<file path="src/hdl/ppts_pkg.sv">
// Shared types, codes and reset presets for the periodic poll table scheduler.
// Used by ppts_table and periodic_poll_table_scheduler; no dependencies.
package ppts_pkg;

  localparam int SLOTS         = 16;
  localparam int SLOT_W        = (SLOTS > 1) ? $clog2(SLOTS) : 1;
  localparam int PRESET_COUNT  = 8;
  localparam int RES_SLOT_W    = 4;
  localparam int IN_DATA_W     = 112;
  localparam int OUT_DATA_W    = 24;

  typedef logic [SLOT_W-1:0] idx_t;

  // operation codes on the input tuser
  typedef enum logic [1:0] {
    OP_POLL   = 2'd0,
    OP_ADD    = 2'd1,
    OP_REMOVE = 2'd2
  } op_t;

  typedef enum logic [2:0] {
    ST_DUE      = 3'd0,
    ST_NONE     = 3'd1,
    ST_ADDED    = 3'd2,
    ST_FULL     = 3'd3,
    ST_REMOVED  = 3'd4,
    ST_NOTFOUND = 3'd5
  } status_t;

  typedef enum logic [1:0] {
    S_IDLE,
    S_SCAN,
    S_FLUSH
  } state_t;

  // one table entry
  typedef struct packed {
    logic        enabled;
    logic [7:0]  mode;
    logic [7:0]  id;
    logic [31:0] period;
    logic [63:0] last_time;
  } slot_t;

  // one result word, without the last flag
  typedef struct packed {
    logic [RES_SLOT_W-1:0] slot;
    logic [7:0]            id;
    logic [7:0]            mode;
    status_t               status;
  } res_t;

  // table write request
  typedef struct packed {
    logic  en;
    idx_t  idx;
    slot_t entry;
  } tbl_wr_t;

  function automatic logic [7:0] preset_id(input int i);
    logic [7:0] v;
    case (i)
      0:       v = 8'h0C;
      1:       v = 8'h0D;
      2:       v = 8'h11;
      3:       v = 8'h04;
      4:       v = 8'h05;
      5:       v = 8'h0F;
      6:       v = 8'h2F;
      7:       v = 8'h46;
      default: v = 8'h00;
    endcase
    return v;
  endfunction

  function automatic logic [31:0] preset_period(input int i);
    logic [31:0] v;
    case (i)
      0, 1, 2: v = 32'd100000;
      3:       v = 32'd500000;
      4, 5:    v = 32'd1000000;
      6, 7:    v = 32'd5000000;
      default: v = 32'd0;
    endcase
    return v;
  endfunction

  function automatic slot_t preset_entry(input int i);
    slot_t e;
    e.enabled   = (i < PRESET_COUNT);
    e.mode      = (i < PRESET_COUNT) ? 8'h01 : 8'h00;
    e.id        = preset_id(i);
    e.period    = preset_period(i);
    e.last_time = 64'd0;
    return e;
  endfunction

endpackage

</file>
<file path="src/hdl/periodic_poll_table_scheduler.sv">
// Periodic poll table scheduler: top level with the scan sequencer and output register.
// Depends on ppts_pkg and ppts_table.
//
// Each input word (tuser = op) is handled by a sequencer that walks the slot table
// one entry per cycle through a single 64-bit subtract/compare unit; a poll stalls on
// a due entry while the previous due word still waits on a busy output. A poll scans
// all SLOTS entries and then delivers the final word; out_tready can hold off both.
// Add and remove stop at the first hit, or scan all SLOTS entries when nothing
// matches. Due results are emitted one behind the scan so the last one can carry
// tlast. in_tready is low while an item is in work; op 3 is dropped with no result.
module periodic_poll_table_scheduler import ppts_pkg::*; (
  input  logic                  clk,
  input  logic                  rst_n,
  input  logic                  in_tvalid,
  output logic                  in_tready,
  // [63:0] now_us, [71:64] req_mode, [79:72] req_id, [111:80] period_us
  input  logic [IN_DATA_W-1:0]  in_tdata,
  // [1:0] op
  input  logic [1:0]            in_tuser,
  output logic                  out_tvalid,
  input  logic                  out_tready,
  // [2:0] status, [10:3] due_mode, [18:11] due_id, [22:19] slot, [23] zero
  output logic [OUT_DATA_W-1:0] out_tdata,
  output logic                  out_tlast
);

  state_t      state_r, state_nxt;
  idx_t        idx_r, idx_nxt;
  logic [1:0]  op_r;
  logic [63:0] now_r;
  logic [7:0]  mode_r, id_r;
  logic [31:0] period_r;
  res_t        held_r, held_nxt;
  logic        held_v_r, held_v_nxt;
  logic        out_valid_r;
  res_t        out_res_r;
  logic        out_last_r;

  slot_t       ent;
  tbl_wr_t     wr;
  logic        in_acc, out_free, push, push_last;
  logic [63:0] diff;
  logic        due, is_end, match;
  res_t        res_mid;

  ppts_table u_table (
    .clk      (clk),
    .rst_n    (rst_n),
    .rd_idx   (idx_r),
    .rd_entry (ent),
    .wr       (wr)
  );

  assign in_tready = (state_r == S_IDLE);
  assign in_acc    = in_tvalid && in_tready;
  assign out_free  = !out_valid_r || out_tready;

  // shared compare unit: wrapping elapsed time against the interval
  assign diff   = now_r - ent.last_time;
  assign due    = ent.enabled && (diff >= {32'd0, ent.period});
  assign match  = ent.enabled && (ent.mode == mode_r) && (ent.id == id_r);
  assign is_end = (idx_r == idx_t'(SLOTS - 1));

  // sequencer
  always_comb begin
    state_nxt  = state_r;
    idx_nxt    = idx_r;
    held_nxt   = held_r;
    held_v_nxt = held_v_r;
    push       = 1'b0;
    push_last  = 1'b0;
    res_mid    = held_r;
    wr.en      = 1'b0;
    wr.idx     = idx_r;
    wr.entry   = ent;
    case (state_r)
      S_IDLE: begin
        if (in_acc) begin
          idx_nxt    = '0;
          held_v_nxt = 1'b0;
          if (in_tuser inside {OP_POLL, OP_ADD, OP_REMOVE}) begin
            state_nxt = S_SCAN;
          end
        end
      end
      S_SCAN: begin
        case (op_r)
          OP_POLL: begin
            if (!(due && held_v_r && !out_free)) begin
              if (due) begin
                // previous due word goes out, this one is held back
                push              = held_v_r;
                wr.en             = 1'b1;
                wr.entry.last_time = now_r;
                held_nxt          = '{slot: RES_SLOT_W'(idx_r), id: ent.id,
                                      mode: ent.mode, status: ST_DUE};
                held_v_nxt        = 1'b1;
              end
              if (is_end) begin
                state_nxt = S_FLUSH;
                if (!held_v_r && !due) begin
                  held_nxt = '{slot: '0, id: '0, mode: '0, status: ST_NONE};
                end
              end else begin
                idx_nxt = idx_r + 1'b1;
              end
            end
          end
          OP_ADD: begin
            if (!ent.enabled) begin
              wr.en     = 1'b1;
              wr.entry  = '{enabled: 1'b1, mode: mode_r, id: id_r,
                            period: period_r, last_time: 64'd0};
              held_nxt  = '{slot: RES_SLOT_W'(idx_r), id: '0, mode: '0, status: ST_ADDED};
              state_nxt = S_FLUSH;
            end else if (is_end) begin
              held_nxt  = '{slot: '0, id: '0, mode: '0, status: ST_FULL};
              state_nxt = S_FLUSH;
            end else begin
              idx_nxt = idx_r + 1'b1;
            end
          end
          OP_REMOVE: begin
            if (match) begin
              wr.en            = 1'b1;
              wr.entry.enabled = 1'b0;
              held_nxt  = '{slot: RES_SLOT_W'(idx_r), id: '0, mode: '0, status: ST_REMOVED};
              state_nxt = S_FLUSH;
            end else if (is_end) begin
              held_nxt  = '{slot: '0, id: '0, mode: '0, status: ST_NOTFOUND};
              state_nxt = S_FLUSH;
            end else begin
              idx_nxt = idx_r + 1'b1;
            end
          end
          default: begin
            state_nxt = S_IDLE;
          end
        endcase
      end
      S_FLUSH: begin
        // final word carries tlast
        if (out_free) begin
          push_last = 1'b1;
          state_nxt = S_IDLE;
        end
      end
      default: begin
        state_nxt = S_IDLE;
      end
    endcase
  end

  // control registers
  always_ff @(posedge clk) begin
    if (!rst_n) begin
      state_r     <= S_IDLE;
      held_v_r    <= 1'b0;
      out_valid_r <= 1'b0;
    end else begin
      state_r  <= state_nxt;
      held_v_r <= held_v_nxt;
      if (push || push_last) begin
        out_valid_r <= 1'b1;
      end else if (out_tready) begin
        out_valid_r <= 1'b0;
      end
    end
  end

  // payload registers
  always_ff @(posedge clk) begin
    idx_r  <= idx_nxt;
    held_r <= held_nxt;
    if (in_acc) begin
      op_r     <= in_tuser;
      now_r    <= in_tdata[63:0];
      mode_r   <= in_tdata[71:64];
      id_r     <= in_tdata[79:72];
      period_r <= in_tdata[111:80];
    end
    if (push || push_last) begin
      out_res_r  <= push_last ? held_r : res_mid;
      out_last_r <= push_last;
    end
  end

  assign out_tvalid = out_valid_r;
  assign out_tdata  = {1'b0, out_res_r};
  assign out_tlast  = out_last_r;

  // a valid op keeps the block busy in the next cycle
  assert property (@(posedge clk) disable iff (!rst_n)
    in_acc && (in_tuser == OP_POLL || in_tuser == OP_ADD || in_tuser == OP_REMOVE)
    |=> !in_tready)
    else $error("block ready right after taking an item");

  // table is written only during the scan
  assert property (@(posedge clk) disable iff (!rst_n)
    wr.en |-> state_r == S_SCAN)
    else $error("table write outside scan");

  // add or remove writes at most one slot and then finishes
  assert property (@(posedge clk) disable iff (!rst_n)
    wr.en && (op_r == OP_ADD || op_r == OP_REMOVE) |=> state_r == S_FLUSH)
    else $error("add/remove kept scanning after a write");

  // flush ends in idle
  assert property (@(posedge clk) disable iff (!rst_n)
    state_r == S_FLUSH |=> state_r == S_FLUSH || state_r == S_IDLE)
    else $error("flush left to a bad state");

  // a mid-scan push needs a free output register
  assert property (@(posedge clk) disable iff (!rst_n)
    push |-> out_free && held_v_r)
    else $error("due word pushed over a busy output");

endmodule

</file>
<file path="src/hdl/ppts_table.sv">
// Slot table: SLOTS entries of enable, mode, id, interval and last issue time.
// One read index, one write port; reset loads the preset entries. Uses ppts_pkg.
module ppts_table import ppts_pkg::*; (
  input  logic    clk,
  input  logic    rst_n,
  input  idx_t    rd_idx,
  output slot_t   rd_entry,
  input  tbl_wr_t wr
);

  slot_t tbl_r [SLOTS];

  // storage, preset on reset
  always_ff @(posedge clk) begin
    if (!rst_n) begin
      for (int i = 0; i < SLOTS; i++) begin
        tbl_r[i] <= preset_entry(i);
      end
    end else if (wr.en) begin
      tbl_r[wr.idx] <= wr.entry;
    end
  end

  assign rd_entry = tbl_r[rd_idx];

endmodule

</file>
<file path="config.mk">
export PLATFORM = sky130hd
export DESIGN_NAME = periodic_poll_table_scheduler
export DESIGN_NICKNAME = d
export VERILOG_FILES = /design/src/hdl/ppts_pkg.sv /design/src/hdl/periodic_poll_table_scheduler.sv /design/src/hdl/ppts_table.sv
export SDC_FILE = /design/constraint.sdc
export NUM_CORES = 2
export LEC_CHECK = 0
export BUFFER_PORTS_ARGS = -buffer_cell sky130_fd_sc_hd__buf_2
export CORE_AREA = 2 2 407 409
export CTS_BUF_LIST = sky130_fd_sc_hd__clkbuf_4 sky130_fd_sc_hd__clkbuf_8
export CTS_CLUSTER_DIAMETER = 80
export DETAILED_ROUTE_END_ITERATION = 10
export DIE_AREA = 0 0 409 411
export PLACE_DENSITY = 0.79
export SLEW_MARGIN = 10
export SYNTH_ARGS = -nofsm -noshare
export SYNTH_HDL_FRONTEND = slang
export SYNTH_SLANG_ARGS = --single-unit
</file>
<file path="constraint.sdc">
create_clock -name clk -period 10 [get_ports clk]
set_input_delay 3 -clock clk [delete_from_list [all_inputs] [get_ports clk]]
set_output_delay 3 -clock clk [all_outputs]
set_load 0.02 [all_outputs]
</file>
* Yosys cells after proc, flatten, opt, wreduce, memory -nomap -nowiden
Memory sizes are Yosys's and may differ from the RTL's. A register that Yosys moved wholly into a read port is not among the register bits.
Index checks and enable logic that the tools add are counted.
** Storage, ports and cells
- Memories kept :: 1
- Logic and storage cells :: 143
- Bits of input ports :: 118
- RAM bits :: 1808
- Register bits :: 169
- Output and inout port bits :: 27
** Memory list
- u_table.tbl_r :: depth 16, bits a word 113, read ports 1, clocked after Yosys merged registers in 1, wr ports 16, RTL line ppts_table.sv:11 : slot_t tbl_r [SLOTS];
** Cells by class
- Reduce and logical (&&, ||, !) cells :: 25
- $add $sub $neg :: 2
- Equality and inequality tests :: 22
- Order comparisons :: 1
- Multiplexer cells :: 74
** Operators by type and width (count)
- 113-bit 2-to-1 mux :: 2
- 23-bit 2-to-1 mux :: 8
- 32-bit 2-to-1 mux :: 5
- 64-bit 2-to-1 mux :: 2
- 64-bit one-hot mux with 2 select lines :: 1
- 113-bit OR reduction :: 1
- 112-bit 2-to-1 mux :: 1
- 8-bit 2-to-1 mux :: 9
- 23-bit one-hot mux with 3 select lines :: 1
- 64-bit by 32-bit greater-or-equal comparator with 1-bit output :: 1
- 64-bit subtractor :: 1
- 48-bit 2-to-1 mux :: 1
- 4-bit 2-to-1 mux :: 7
- 1-bit 2-to-1 mux :: 23
- 8-bit equality test :: 2
- 3-bit inequality test, second input constant :: 5
- 2-bit 2-to-1 mux :: 7
- 2-bit one-hot mux with 3 select lines :: 2
- 4-bit one-hot mux with 3 select lines :: 1
- 5-bit AND reduction :: 2
- 2-bit inequality test, second input constant :: 4
- 4-bit one-hot mux with 2 select lines :: 1
- 1-bit logical AND :: 7
- 2-bit by 1-bit equality test with 1-bit output, second input constant :: 3
- other kinds (14) :: 27

* Logic depth before layout (Yosys ltp)
- Depth after elaboration :: 13
- Mapped depth :: 36
- Mapped depth without buffers :: 25

* Cells and area by module
A second synthesis with hierarchy kept.
** Unflattened totals
- Cell total of the unflattened synthesis :: 6456
- Area, all modules :: 94000.2 um^2
** By module, submodules not included
- ppts_table :: cells an instance 4917, sequential area each 54292.1 um^2, area an instance 80174.4 um^2, instances 1
- periodic_poll_table_scheduler :: cells an instance 1539, sequential area each 5034.8 um^2, area an instance 13825.8 um^2, instances 1

* Worst setup path before layout
No wires, ideal clock.
- Kind :: register -> register
- Start :: reg (tool-made name)
- End :: mem u_table.tbl_r[14][0] in the netlist's numbering, enable pin
- Library setup time :: 1.021 ns
- Required time :: 8.979 ns
- Buffers on the path :: 10
- Stages on the path, launching flop included :: 35
- Arrival time :: 9.615 ns
- Slack :: -0.636 ns
- Cell sequence :: dfxtp_1 -> buf_2 -> buf_2 -> buf_2 -> clkbuf_1 -> clkbuf_1 -> buf_1 -> mux4_2 -> mux4_2 -> inv_1 -> ha_1 -> o211ai_1 -> o21ai_2 -> or4b_1 -> and2_1 -> o21ai_0 -> a21boi_0 -> xnor2_1 -> ha_1 -> a21o_1 -> a21o_1 -> a21oi_1 -> nor3_1 -> a221oi_1 -> o211ai_1 -> a221oi_1 -> nand4_1 -> and4b_1 -> buf_2 -> a31oi_4 -> buf_4 -> o21bai_1 -> buf_2 -> buf_2 -> nand2_1
** RTL lines (RTL line)
- end: declaration :: ppts_table.sv:11

==> impl_metrics.csv <==
group,metric,value,unit
clock_network,cts_hold_buf,0,
outcome,status,"completed",
route,drc,0,
route,initialDrtViolationCount,8423,
critical_path,cp-endpoint,"u_table.tbl_r[0][90]",
clock_network,ctsLongestPathBuffers,4,
die,die_w,409,um
sta,clock_skew,0.116,ns
final_layout,drive_above_1_share,0.237,
final_layout,nets,6417,
logic_synthesis,syn_inst,6055,
logic_synthesis,post_synth_instance_area,89500,um^2
critical_path,end_kind,"flip-flop",
die,rows,149,
place,hpwlAfterDp,143,mm
clock_network,worstSkewPairLatency,1.11,ns
grt,track_usage,0.299,
sta,rsz0062_at_grt,"no",
power,ir_drop,0.182,mV
place,dpl_cell_area,93200,um^2
sta,fmax,109,MHz
grt,grt_pass1_wl,367,mm
clock_network,cts_made_buffers,336,
sta,fin_crit_sh,0.920,
logic_synthesis,synth_seq_cells,1981,
grt,grt_pass1_vias,56500,
route,vias,56400,
die,core,164000,um^2
sta,report.final.setup_viol,0,
route,drt_first_pass_iters,6,
logic_synthesis,avgSynthCellArea,14.8,um^2
die,io_pins,145,
min_path,hold_path_class,"flip-flop to flip-flop",
critical_path,crit_chain,"buf_12 > buf_12 > buf_12 > mux4_2 > mux4_2 > inv_1 > ha_1 > nand4_1 > nor4_1 > nand2_1 > o41ai_1 > xor2_1 > nor4_1 > and4_1 > a31oi_4 > buf_4 > o21bai_4 > buf_4 > nor2_1",
logic_synthesis,synth_ff_type,"edfxtp_1",
final_layout,final_cells,8618,
critical_path,cp_top_family,"simple AND/OR/NAND/NOR gates",
min_path,hold_depth,0,
place,gp_congestion,0.978,
clock_network,cts_setup_buffers,0,
sta,relSlewSlack,0.165,
sta,tns,0,ns
power,power.density,213,nW/um^2
sta,fin_crit,9.20,ns
logic_synthesis,synth_cell_types,76,
clock_network,htreeDepth,5,
critical_path,reg2reg_slack,0.80,ns
critical_path,path_class,"flip-flop to flip-flop",
critical_path,arrival,9.93,ns
critical_path,reg2reg_depth,19,
grt,overflow,0,
critical_path,r2r_end,"u_table.tbl_r[0][90]",
place,placed_cells,8043,
final_layout,fillers,11600,
sta,slew_violations,0,
critical_path,cp_slowest_cell,"o41ai_1",
clock_network,clockRootBuffer,"clkbuf_8",
clock_network,clkTransAtPathRegs,0.06,ns
grt,grt_max_degree,107,
place,numPortBuffers,143,
clock_network,cts_tree,"done",
sta,tightest_slew,1.22,ns
logic_synthesis,synth-edff-count,1973,
clock_network,post_cts_resized,0,
flow_run,drv_cap,0,
power,leakage,34.0,nW
logic_synthesis,yosys_warnings,0,
die,dieHeight,411,um
clock_network,cts_sinks,1981,
sta,finalHoldViolations,0,
critical_path,crit_buf_inv,6,
die,start_util,0.546,
route,viasPerCell,6.54,
critical_path,crit_cells,19,
critical_path,max_stage_delay,1.04,ns
grt,antenna_found_initial,7,
logic_synthesis,async_flop_share,0,
logic_synthesis,syn_nets,6279,
route,wl_per_cell,29.3,um
die,fp.dieArea,168000,um^2
critical_path,critPathMaxFanout,55,
final_layout,synthToLayoutAreaGrowth,11.3,%
sta,worst_slack,0.801,ns
place,place_ws,1.03,ns
route,ant_nets,0,
critical_path,crit_top_cell,"buf_12",
final_layout,stdcell_area,99600,um^2
critical_path,required,10.74,ns
critical_path,setup.worst_path.start_class,"flip-flop",
route,routed_wl,252,mm
logic_synthesis,yosysSeqAreaShare,0.664,
sta,fin_hold_ws,0.424,ns
==> stage by stage <==
stage,total power [mW],utilization
2_1_floorplan,12.9,-
3_3_place_gp,14.2,0.569
3_5_place_dp,14.2,0.569
4_1_cts,21.1,0.607
5_1_grt,21.9,0.608
6_report,21.2,0.608
==> registers in the layout (all words and copies together) (netlist names), named ones only <==
signal,flops
idx_r,4
period_r,32
out_tlast,1
out_tdata,23
held_v_r,1
now_r,64
out_tvalid,1
u_table.tbl_r,1808
held_r,23
state_r,2
id_r,8
op_r,2
mode_r,8
==> worst min path at each step <==
stage                from       endpoint  slack (ns)
6_report       held_r[16]  out_tdata[16]        0.42
5_1_grt         held_r[9]   out_tdata[9]        0.45
4_1_cts        held_r[16]  out_tdata[16]        0.42
3_5_place_dp    held_r[9]   out_tdata[9]        0.44
3_3_place_gp    held_r[9]   out_tdata[9]        0.44
2_1_floorplan  held_r[10]  out_tdata[10]        0.43
==> placed cells by master (no fill, tap or decap), types with 99 or more instances in the layout <==
| master | count |
|---|---|
| edfxtp_1 | 1973 |
| nor2_1 | 1800 |
| mux4_2 | 564 |
| clkbuf_8 | 340 |
| buf_2 | 143 |
| nand2_1 | 139 |
| inv_1 | 118 |
| a21oi_1 | 113 |
| ha_1 | 105 |
| buf_4 | 100 |
| clkbuf_4 | 99 |
==> per-layer routing <==
layer  GRT usage  routed length [um]  vias to the layer above
met1       0.385               86800                    28200
li1            -                   -                    22900
met3      0.0831               33100                      804
met4       0.132               11700                        8
met2       0.480              121000                     4443
met5           0                  88                        -
==> Yosys cell counts (9+ instances only) <==
cell	count	area, um^2
clkbuf_1	307	1150
o21bai_1	20	150
nor2b_1	10	62.6
nand2_1	155	582
a21o_1	17	128
a211oi_1	9	67.6
mux2i_1	53	531
edfxtp_1	1973	59200
o21a_1	10	75.1
a21oi_1	114	571
xor2_1	22	193
nor4_1	15	93.8
nor2_1	1801	6760
ha_1	105	1310
nand3_1	16	80.1
nand2b_1	94	588
o21ai_0	86	430
o211ai_1	16	120
a22oi_2	59	738
nand4_1	45	282
buf_1	37	139
a31oi_1	11	68.8
nand3b_1	19	143
inv_1	118	443
mux4_2	564	12700
buf_2	144	721
or2_2	13	81.3
nor3_1	34	170
o2111ai_2	15	225
xnor2_1	44	385
==> cell families (layout without fill, tap and decap cells) <==
family          count (synthesis)  in the layout  synth area share
simple gates                 2239           2239             0.102
compound gates                430            430            0.0362
fa+ha+maj                     106            106            0.0149
buf+inv                       609            978            0.0277
flops                        1981           1981             0.664
mux                           623            623             0.149
other cells                     1              6         0.0000419
xor+xnor                       66             66           0.00646
==> layout make-up <==
| class | instances | area [um^2] | share of cell area |
|---|---|---|---|
| sequential | 1981 | 59400 | 0.597 |
| multi-input combinational | 3465 | 28300 | 0.284 |
| clock buffer | 439 | 5420 | 0.0544 |
| tap | 2189 | 2740 | 0.0275 |
| timing repair buffer | 291 | 2420 | 0.0243 |
| clock inverter | 130 | 827 | 0.00830 |
| inverter | 118 | 443 | 0.00445 |
| antenna | 5 | 12.5 | 0.000126 |
==> where the power goes <==
part           internal (mW)  leakage, nW  switching, mW  total (mW)
sequential              9.43         20.0          0.180        9.61
combinational           1.62         10.7           2.97        4.59
clock                   3.75         3.31           3.22        6.97
total                   14.8         34.0           6.36        21.2
Power figures use the tool's default switching activity.
